### config.mk
export PLATFORM = sky130hd
export DESIGN_NAME = delta_plan_builder_top
export DESIGN_NICKNAME = d
export VERILOG_FILES = /design/src/design/dpb_pkg.sv /design/src/design/dpb_front.sv /design/src/design/dpb_queue.sv /design/src/design/dpb_back.sv /design/src/design/delta_plan_builder_top.sv
export SDC_FILE = /design/constraint.sdc
export NUM_CORES = 1
export LEC_CHECK = 0
export ABC_CLOCK_PERIOD_IN_PS = 23700
export BUFFER_PORTS_ARGS = -buffer_cell sky130_fd_sc_hd__buf_2
export CORE_AREA = 4 4 350 352
export CTS_BUF_LIST = sky130_fd_sc_hd__clkbuf_4 sky130_fd_sc_hd__clkbuf_8 sky130_fd_sc_hd__clkbuf_16
export DETAILED_ROUTE_END_ITERATION = 12
export DIE_AREA = 0 0 354 356
export GPL_TIMING_DRIVEN = 0
export SYNTH_ARGS = -nofsm -noshare
export SYNTH_HDL_FRONTEND = slang
export SYNTH_SLANG_ARGS = --single-unit
### constraint.sdc
create_clock -name i_clk -period 23.7 [get_ports i_clk]
set_input_delay 4.74 -clock i_clk [delete_from_list [all_inputs] [get_ports i_clk]]
set_output_delay 4.74 -clock i_clk [all_outputs]
set_load 0.02 [all_outputs]
### src/design/dpb_pkg.sv
// Shared types and constants for the delta plan builder.
package dpb_pkg;

    localparam int OUT_OFFSET_W   = 48;
    localparam int OFFSET_WIDTH_DEF = 48;
    localparam int QUEUE_DEPTH_DEF  = 4;

    localparam logic [1:0] ACT_DROP   = 2'd0;
    localparam logic [1:0] ACT_KEEP   = 2'd1;
    localparam logic [1:0] ACT_INSERT = 2'd2;

    localparam logic ORIGIN_SRC = 1'b0;
    localparam logic ORIGIN_DST = 1'b1;

    // One plan interval as it leaves the block.
    typedef struct packed {
        logic                    origin;
        logic [OUT_OFFSET_W-1:0] start_off;
        logic [OUT_OFFSET_W-1:0] end_off;
        logic                    fin;
        logic                    wrapped;
    } t_interval;

    // Everything one diff entry emits: one or two intervals, slot a first.
    typedef struct packed {
        logic      two;
        t_interval a;
        t_interval b;
    } t_plan_rec;

endpackage

### src/design/dpb_front.sv
// Front end: tracks offsets, merges intervals and forms at most one record per entry.
module dpb_front #(
    parameter int OFFSET_WIDTH = dpb_pkg::OFFSET_WIDTH_DEF
) (
    input  logic              i_clk,
    input  logic              i_rst_n,
    input  logic              i_valid,
    input  logic              i_q_full,
    input  logic [1:0]        i_action,
    input  logic [31:0]       i_entry_size,
    input  logic              i_end_of_script,
    output logic              o_rec_push,
    output dpb_pkg::t_plan_rec o_rec
);
    import dpb_pkg::*;

    localparam int SUM_W = ((OFFSET_WIDTH > 32) ? OFFSET_WIDTH : 32) + 1;

    function automatic logic [OUT_OFFSET_W-1:0] to_out(input logic [OFFSET_WIDTH-1:0] x);
        logic [OUT_OFFSET_W+OFFSET_WIDTH-1:0] t;
        t = {{OUT_OFFSET_W{1'b0}}, x};
        return t[OUT_OFFSET_W-1:0];
    endfunction

    logic [OFFSET_WIDTH-1:0] r_src, n_src;
    logic [OFFSET_WIDTH-1:0] r_dst, n_dst;
    logic                    r_held_valid, n_held_valid;
    logic                    r_held_origin, n_held_origin;
    logic [OFFSET_WIDTH-1:0] r_held_start, n_held_start;
    logic [OFFSET_WIDTH-1:0] r_held_end, n_held_end;
    logic                    r_ovf, n_ovf;

    logic [SUM_W-1:0]        src_sum, dst_sum;
    logic                    src_wrap, dst_wrap;
    logic                    have_new, new_origin;
    logic [OFFSET_WIDTH-1:0] new_start, new_end;
    logic                    merge, emit_held, emit_last, accept;
    logic                    ovf_step;
    logic                    h_valid, h_origin;
    logic [OFFSET_WIDTH-1:0] h_start, h_end;
    t_interval               old_iv, last_iv;

    assign accept   = i_valid & ~i_q_full;
    assign src_sum  = SUM_W'(r_src) + SUM_W'(i_entry_size);
    assign dst_sum  = SUM_W'(r_dst) + SUM_W'(i_entry_size);
    assign src_wrap = |src_sum[SUM_W-1:OFFSET_WIDTH];
    assign dst_wrap = |dst_sum[SUM_W-1:OFFSET_WIDTH];

    always_comb begin
        n_src      = r_src;
        n_dst      = r_dst;
        ovf_step   = r_ovf;
        have_new   = 1'b0;
        new_origin = ORIGIN_SRC;
        new_start  = r_src;
        new_end    = r_src;
        unique case (i_action)
            ACT_DROP: begin
                n_src    = src_sum[OFFSET_WIDTH-1:0];
                ovf_step = r_ovf | src_wrap;
            end
            ACT_KEEP: begin
                n_src      = src_sum[OFFSET_WIDTH-1:0];
                n_dst      = dst_sum[OFFSET_WIDTH-1:0];
                ovf_step   = r_ovf | src_wrap | dst_wrap;
                have_new   = 1'b1;
                new_origin = ORIGIN_SRC;
                new_start  = r_src;
                new_end    = src_sum[OFFSET_WIDTH-1:0];
            end
            ACT_INSERT: begin
                n_dst      = dst_sum[OFFSET_WIDTH-1:0];
                ovf_step   = r_ovf | dst_wrap;
                have_new   = 1'b1;
                new_origin = ORIGIN_DST;
                new_start  = r_dst;
                new_end    = dst_sum[OFFSET_WIDTH-1:0];
            end
            default: begin
            end
        endcase
        // The script ends: restart both offsets.
        if (i_end_of_script) begin
            n_src = '0;
            n_dst = '0;
        end
    end

    assign merge     = have_new & r_held_valid & (r_held_origin == new_origin)
                     & (r_held_end == new_start);
    assign emit_held = have_new & r_held_valid & ~merge;

    // Held interval after this entry, before any end-of-script clear.
    always_comb begin
        h_valid  = r_held_valid;
        h_origin = r_held_origin;
        h_start  = r_held_start;
        h_end    = r_held_end;
        if (merge) begin
            h_end = new_end;
        end else if (have_new) begin
            h_valid  = 1'b1;
            h_origin = new_origin;
            h_start  = new_start;
            h_end    = new_end;
        end
    end

    assign emit_last = i_end_of_script & h_valid;

    always_comb begin
        old_iv.origin    = r_held_origin;
        old_iv.start_off = to_out(r_held_start);
        old_iv.end_off   = to_out(r_held_end);
        old_iv.fin       = 1'b0;
        old_iv.wrapped   = ovf_step;
        last_iv.origin    = h_origin;
        last_iv.start_off = to_out(h_start);
        last_iv.end_off   = to_out(h_end);
        last_iv.fin       = 1'b1;
        last_iv.wrapped   = ovf_step;
        o_rec.two = emit_held & emit_last;
        o_rec.a   = emit_held ? old_iv : last_iv;
        o_rec.b   = last_iv;
    end

    assign o_rec_push = accept & (emit_held | emit_last);

    always_comb begin
        n_held_valid  = h_valid;
        n_held_origin = h_origin;
        n_held_start  = h_start;
        n_held_end    = h_end;
        n_ovf         = ovf_step;
        if (i_end_of_script) begin
            n_held_valid = 1'b0;
            n_ovf        = 1'b0;
        end
    end

    always_ff @(posedge i_clk) begin
        if (!i_rst_n) begin
            r_src        <= '0;
            r_dst        <= '0;
            r_held_valid <= 1'b0;
            r_ovf        <= 1'b0;
        end else if (accept) begin
            r_src        <= n_src;
            r_dst        <= n_dst;
            r_held_valid <= n_held_valid;
            r_ovf        <= n_ovf;
        end
    end

    always_ff @(posedge i_clk) begin
        if (accept) begin
            r_held_origin <= n_held_origin;
            r_held_start  <= n_held_start;
            r_held_end    <= n_held_end;
        end
    end

endmodule

### src/design/dpb_queue.sv
// Short record queue between the front end and the back end.
module dpb_queue #(
    parameter int QUEUE_DEPTH = dpb_pkg::QUEUE_DEPTH_DEF
) (
    input  logic               i_clk,
    input  logic               i_rst_n,
    input  logic               i_push,
    input  dpb_pkg::t_plan_rec i_data,
    output logic               o_full,
    input  logic               i_pop,
    output logic               o_nonempty,
    output dpb_pkg::t_plan_rec o_head
);
    import dpb_pkg::*;

    localparam int PTR_W = (QUEUE_DEPTH > 1) ? $clog2(QUEUE_DEPTH) : 1;
    localparam int CNT_W = $clog2(QUEUE_DEPTH + 1);
    localparam logic [PTR_W-1:0] LAST_IDX = PTR_W'(QUEUE_DEPTH - 1);

    t_plan_rec        r_mem [QUEUE_DEPTH];
    logic [PTR_W-1:0] r_wr_ptr, r_rd_ptr;
    logic [CNT_W-1:0] r_count;
    logic             do_push, do_pop;

    assign o_full     = (r_count == CNT_W'(QUEUE_DEPTH));
    assign o_nonempty = (r_count != '0);
    assign o_head     = r_mem[r_rd_ptr];
    assign do_push    = i_push & ~o_full;
    assign do_pop     = i_pop & o_nonempty;

    always_ff @(posedge i_clk) begin
        if (do_push) begin
            r_mem[r_wr_ptr] <= i_data;
        end
    end

    always_ff @(posedge i_clk) begin
        if (!i_rst_n) begin
            r_wr_ptr <= '0;
            r_rd_ptr <= '0;
            r_count  <= '0;
        end else begin
            if (do_push) begin
                r_wr_ptr <= (r_wr_ptr == LAST_IDX) ? '0 : r_wr_ptr + 1'b1;
            end
            if (do_pop) begin
                r_rd_ptr <= (r_rd_ptr == LAST_IDX) ? '0 : r_rd_ptr + 1'b1;
            end
            if (do_push && !do_pop) begin
                r_count <= r_count + 1'b1;
            end else if (do_pop && !do_push) begin
                r_count <= r_count - 1'b1;
            end
        end
    end

endmodule

### src/design/dpb_back.sv
// Back end: splits records into single intervals and holds the output register.
module dpb_back (
    input  logic               i_clk,
    input  logic               i_rst_n,
    input  logic               i_q_nonempty,
    input  dpb_pkg::t_plan_rec i_q_head,
    output logic               o_q_pop,
    input  logic               i_pop,
    output logic               o_empty,
    output dpb_pkg::t_interval o_iv
);
    import dpb_pkg::*;

    logic      r_out_valid, n_out_valid;
    logic      r_sub, n_sub;
    t_interval r_out;
    logic      load;

    // Refill when the output slot is free or its interval leaves this cycle.
    assign load    = i_q_nonempty & (~r_out_valid | i_pop);
    assign o_q_pop = load & (r_sub | ~i_q_head.two);

    always_comb begin
        n_out_valid = r_out_valid;
        n_sub       = r_sub;
        if (load) begin
            n_out_valid = 1'b1;
            n_sub       = i_q_head.two & ~r_sub;
        end else if (i_pop) begin
            n_out_valid = 1'b0;
        end
    end

    always_ff @(posedge i_clk) begin
        if (!i_rst_n) begin
            r_out_valid <= 1'b0;
            r_sub       <= 1'b0;
        end else begin
            r_out_valid <= n_out_valid;
            r_sub       <= n_sub;
        end
    end

    always_ff @(posedge i_clk) begin
        if (load) begin
            r_out <= r_sub ? i_q_head.b : i_q_head.a;
        end
    end

    assign o_empty = ~r_out_valid;
    assign o_iv    = r_out;

endmodule

### src/design/delta_plan_builder_top.sv
// Top level of the delta plan builder: diff entries in, copy/insert intervals out.
//
//  channel   direction  handshake          payload
//  -------   ---------  -----------------  ------------------------------------------
//  entries   in         push / full        i_action, i_entry_size, i_end_of_script
//  plan      out        empty / pop        o_origin_sel, o_start_offset, o_end_offset,
//                                          o_final_interval, o_wrapped
//
//  One diff entry is taken per cycle while full is low; the front end's offset add
//  and merge compare finish in that cycle and write at most one record to the queue.
//  One interval leaves per cycle from the output register while pop is high, so an
//  entry that emits two intervals takes two pops; the queue absorbs such bursts.
//  The first interval an entry causes passes through the queue, then the output register.
//  Synchronous active-low reset clears offsets, held interval, flag and queue.
//  full rises only while the queue is full; a stalled plan side fills it and then
//  holds off new entries.
module delta_plan_builder_top #(
    parameter int OFFSET_WIDTH = dpb_pkg::OFFSET_WIDTH_DEF,
    parameter int QUEUE_DEPTH  = dpb_pkg::QUEUE_DEPTH_DEF
) (
    input  logic        i_clk,
    input  logic        i_rst_n,
    input  logic        push,
    output logic        full,
    input  logic [1:0]  i_action,
    input  logic [31:0] i_entry_size,
    input  logic        i_end_of_script,
    output logic        empty,
    input  logic        pop,
    output logic        o_origin_sel,
    output logic [dpb_pkg::OUT_OFFSET_W-1:0] o_start_offset,
    output logic [dpb_pkg::OUT_OFFSET_W-1:0] o_end_offset,
    output logic        o_final_interval,
    output logic        o_wrapped
);
    import dpb_pkg::*;

    logic      rec_push;
    t_plan_rec rec;
    logic      q_full, q_nonempty, q_pop;
    t_plan_rec q_head;
    t_interval out_iv;

    // Classify each entry, advance offsets and merge with the held interval.
    dpb_front #(
        .OFFSET_WIDTH(OFFSET_WIDTH)
    ) u_front (
        .i_clk           (i_clk),
        .i_rst_n         (i_rst_n),
        .i_valid         (push),
        .i_q_full        (q_full),
        .i_action        (i_action),
        .i_entry_size    (i_entry_size),
        .i_end_of_script (i_end_of_script),
        .o_rec_push      (rec_push),
        .o_rec           (rec)
    );

    // Decouple the entry side from the plan side.
    dpb_queue #(
        .QUEUE_DEPTH(QUEUE_DEPTH)
    ) u_queue (
        .i_clk      (i_clk),
        .i_rst_n    (i_rst_n),
        .i_push     (rec_push),
        .i_data     (rec),
        .o_full     (q_full),
        .i_pop      (q_pop),
        .o_nonempty (q_nonempty),
        .o_head     (q_head)
    );

    // Drain records one interval per transaction.
    dpb_back u_back (
        .i_clk        (i_clk),
        .i_rst_n      (i_rst_n),
        .i_q_nonempty (q_nonempty),
        .i_q_head     (q_head),
        .o_q_pop      (q_pop),
        .i_pop        (pop),
        .o_empty      (empty),
        .o_iv         (out_iv)
    );

    assign full             = q_full;
    assign o_origin_sel     = out_iv.origin;
    assign o_start_offset   = out_iv.start_off;
    assign o_end_offset     = out_iv.end_off;
    assign o_final_interval = out_iv.fin;
    assign o_wrapped        = out_iv.wrapped;

endmodule

==> results.toml <==
[outcome]
outcome = "finished with violations"
violations = "max-capacitance violations, max-slew violations"

[power]
p_per_area_mw_per_mm2 = 105.6
vdd_drop_max_mv = 0.05893
leakage_uw = 0.01880

[floorplan]
chipHeight_um = 356
num_rows = 127
ios = 140
initial_core_util_pct = 39.75
core_mm2 = 0.1193
fp.dieArea_mm2 = 0.1260
die_w_um = 354

[timing]
skew_ns = 0.04114
setup_tns_ns = 0
hold_viol_final = 0
holdWs_ns = 0.5083
period_share_pct = 45.37
fmax_mhz = 93.00
setup_viol = 0
final_max_slew_viol_count = 10
grt_setup_unrepaired = "no"
relSlewSlack_pct = -0.5915
tightest_slew_ns = 1.509
finalWorstPathRequiredPeriod_ns = 10.75

[route]
num_vias = 29230
route.detailed.drc = 0
wire_per_inst_um = 25.75
vias_per_cell = 5.600
drt_wl_total_um = 134400
drt_first_iter_violations = 3322
ant_nets = 0
first_pass_iters = 6

[yosys]
ys_seq_area_share_pct = 66.89
async_flop_share_pct = 0
syn_nets = 3345
yosysWarnings = 0
mappedNetlistArea_mm2 = 0.04744
synth-main-ff-cell = "edfxtp_1"
synth.distinct_cells = 75
ys_seq_elements = 1093
synth_cells = 3228
avgSynthCellArea_um2 = 14.70
synth-edff-count = 984

[grt]
grt_pass1_vias = 28730
grt_use_total_pct = 21.10
grt_pass1_wl_um = 196600
grt_overflow = 0
antenna_found_initial = 25
grt_max_degree = 75

[cts]
cts_resized = 0
cts_buffer_depth = 3
clk_pin_slew_ns = 0.06
postCtsHoldBufs = 0
cts.sinks = 1093
cts_made_buffers = 115
cts_max_level = 3
insertion_delay_ns = 0.72
post_cts_buffers = 0
tritoncts = "yes"
cts-root-buf = "clkbuf_16"

[layout]
utilization_pct = 45.83
mostFrequentLayoutCell = "edfxtp_1"
multi_input_area_mm2 = 0.01483
final_layout_size_suffix_gt1_share_pct = 18.42
syn2layout_area_growth_pct = 15.31
final_cell_mix = "984 x edfxtp_1, 469 x nand2_1, 243 x nor2_1, 197 x mux4_2, 153 x buf_2"
nFillCells = 10550
regArea_mm2 = 0.03173
final_nets = 3616

[worst_setup_path]
max_stage_delay_ns = 0.97
crit_path_top_delay_cell = "mux2i_1"
critPathKind = "in -> reg"
critPathMaxFanout = 55
r2r_slack_ns = 17.54
cp_common_cell = "buf_6"
cp.arrival_ns = 11.13
crit_chain = "buf_2, inv_1, ha_1, buf_2, buf_6, buf_6, mux2i_1, xnor2_1, nor4_1, nand4_1, nor4_4, nand2b_1, buf_4, buf_6, nand2_1, a22oi_1, nor2_1, and2_4, buf_16, buf_16"
crit_family = "simple AND/OR/NAND/NOR gates"
crit_buf_inv = 9
cp-start-kind = "primary input"
critPathRequiredTime_ns = 24.08
rr_worst_depth = 15
critical_path_depth = 20
endpoint_kind = "flop"

[placement]
dp_hpwl_um = 92990
gp_congestion = 0.9777
port_buffers = 137

[hold_path]
min_path_type = "reg -> reg"
hold_depth = 2

[job]
drv_cap = 1
[synth_stat cells, types with 4 or more instances]
master	count	share of area, %
clkbuf_1	109	0.86
a22oi_1	92	1.5
o21ai_0	114	1.2
ha_1	75	2.0
or3_1	8	0.11
inv_1	40	0.32
nor4_1	10	0.13
a21oi_1	146	1.5
a31o_2	5	0.092
nor3_1	29	0.31
xor2_1	38	0.70
buf_4	9	0.14
nor2_1	243	1.9
o31ai_1	8	0.13
xnor2_1	98	1.8
a21o_1	25	0.40
o21ai_1	8	0.084
and2_1	7	0.092
a221oi_1	11	0.20
nor2b_1	6	0.079
buf_6	4	0.095
or2_2	5	0.066
and3_1	19	0.25
o21bai_1	15	0.24
mux4_2	197	9.4
nand3_1	17	0.18
a311oi_1	6	0.11
a31oi_1	28	0.37
nand2b_1	12	0.16
buf_2	16	0.17
o2111ai_1	4	0.074
nand3b_1	4	0.063
buf_1	34	0.27
mux2i_1	53	1.1
or4_1	4	0.063
mux2_2	53	1.3
nand2_1	469	3.7
o22ai_1	4	0.053
o21a_1	9	0.14
dfxtp_1	109	4.6
nand4_1	18	0.24
a211oi_1	14	0.22
o211ai_1	14	0.22
edfxtp_1	984	62
a221o_1	4	0.084
[stage by stage]
step,power (µW),instances,instance area [µm²],worst slack (ns)
2_1_floorplan,3427,3228,47440,11.72
3_3_place_gp,3948,4977,50140,6.021
3_5_place_dp,3921,4994,50600,12.62
4_1_cts,5843,5211,54680,13.37
5_1_grt,6035,5213,54680,12.96
6_report,5775,5219,54700,12.95
[cells by family (layout without fill, tap and decap cells)]
| group | Yosys count | in the layout | synth area share, % |
|---|---|---|---|
| compound gates | 540 | 540 | 7.272 |
| xor+xnor | 136 | 136 | 2.511 |
| fa+ha+maj | 78 | 78 | 2.105 |
| buf+inv | 216 | 587 | 1.896 |
| flops | 1093 | 1093 | 66.89 |
| mux | 303 | 303 | 11.73 |
| other cells | 0 | 8 | 0 |
| simple gates | 862 | 862 | 7.594 |
[where the power goes]
part	internal (µW)	switching [µW]	leakage, µW
registers	2420	63.2	0.0100
clock network	1160	761	0.00203
logic	481	889	0.00674
total	4060	1710	0.0188
[layer usage]
metal / wire length, µm / track usage, %
met4: 3937 / 6.720
met1: 56490 / 29.77
met3: 10600 / 3.173
met2: 63360 / 33.88
met5: 11 / 0
[final timing paths]
kind | startpoint | endpoint
worst min register to register | u_queue.r_count[2] | u_queue.r_count[2]
worst max register to register | u_front.r_dst[35] | u_queue.r_mem[3][81]
worst max-delay path | i_action[0] | u_queue.r_mem[3][81]
worst min-delay path | u_queue.r_count[2] | u_queue.r_count[2]
[sequential cells by signal, indices dropped and copies added (netlist names), named ones only]
| register | count |
|---|---|
| u_queue.r_count | 3 |
| u_queue.r_wr_ptr | 2 |
| u_front.r_ovf | 1 |
| u_back.r_sub | 1 |
| u_back.r_out_valid | 1 |
| u_front.r_dst | 48 |
| u_front.r_held_valid | 1 |
| u_front.r_src | 48 |
| u_front.r_held_start | 48 |
| u_back.o_iv | 99 |
| u_front.r_held_origin | 1 |
| u_queue.r_mem | 788 |
| u_queue.r_rd_ptr | 2 |
| u_front.r_held_end | 48 |
[worst register-to-register path, stage by stage, from the launching register on]
cell      delay, ns
dfxtp_1        0.30
clkbuf_1       0.20
mux2i_1        0.95
xnor2_1        0.32
nor4_1         0.56
nand4_1        0.29
nor4_4         0.61
nand2b_1       0.19
buf_4          0.22
buf_6          0.23
nand2_1        0.08
a22oi_1        0.45
nor2_1         0.27
and2_4         0.45
buf_16         0.33
buf_16         0.33
[area by class of cell]
class / instances / area share, %
multi-input cells: 1919 / 27.11
inverters: 43 / 0.3065
flip-flops and latches: 1093 / 58.01
plain buffers: 173 / 1.352
well taps: 1612 / 3.687
clock inverters: 66 / 1.512
repair buffers: 154 / 2.054
diodes: 8 / 0.03660
clock buffers: 151 / 5.934
(Power assumes the default switching activity.)
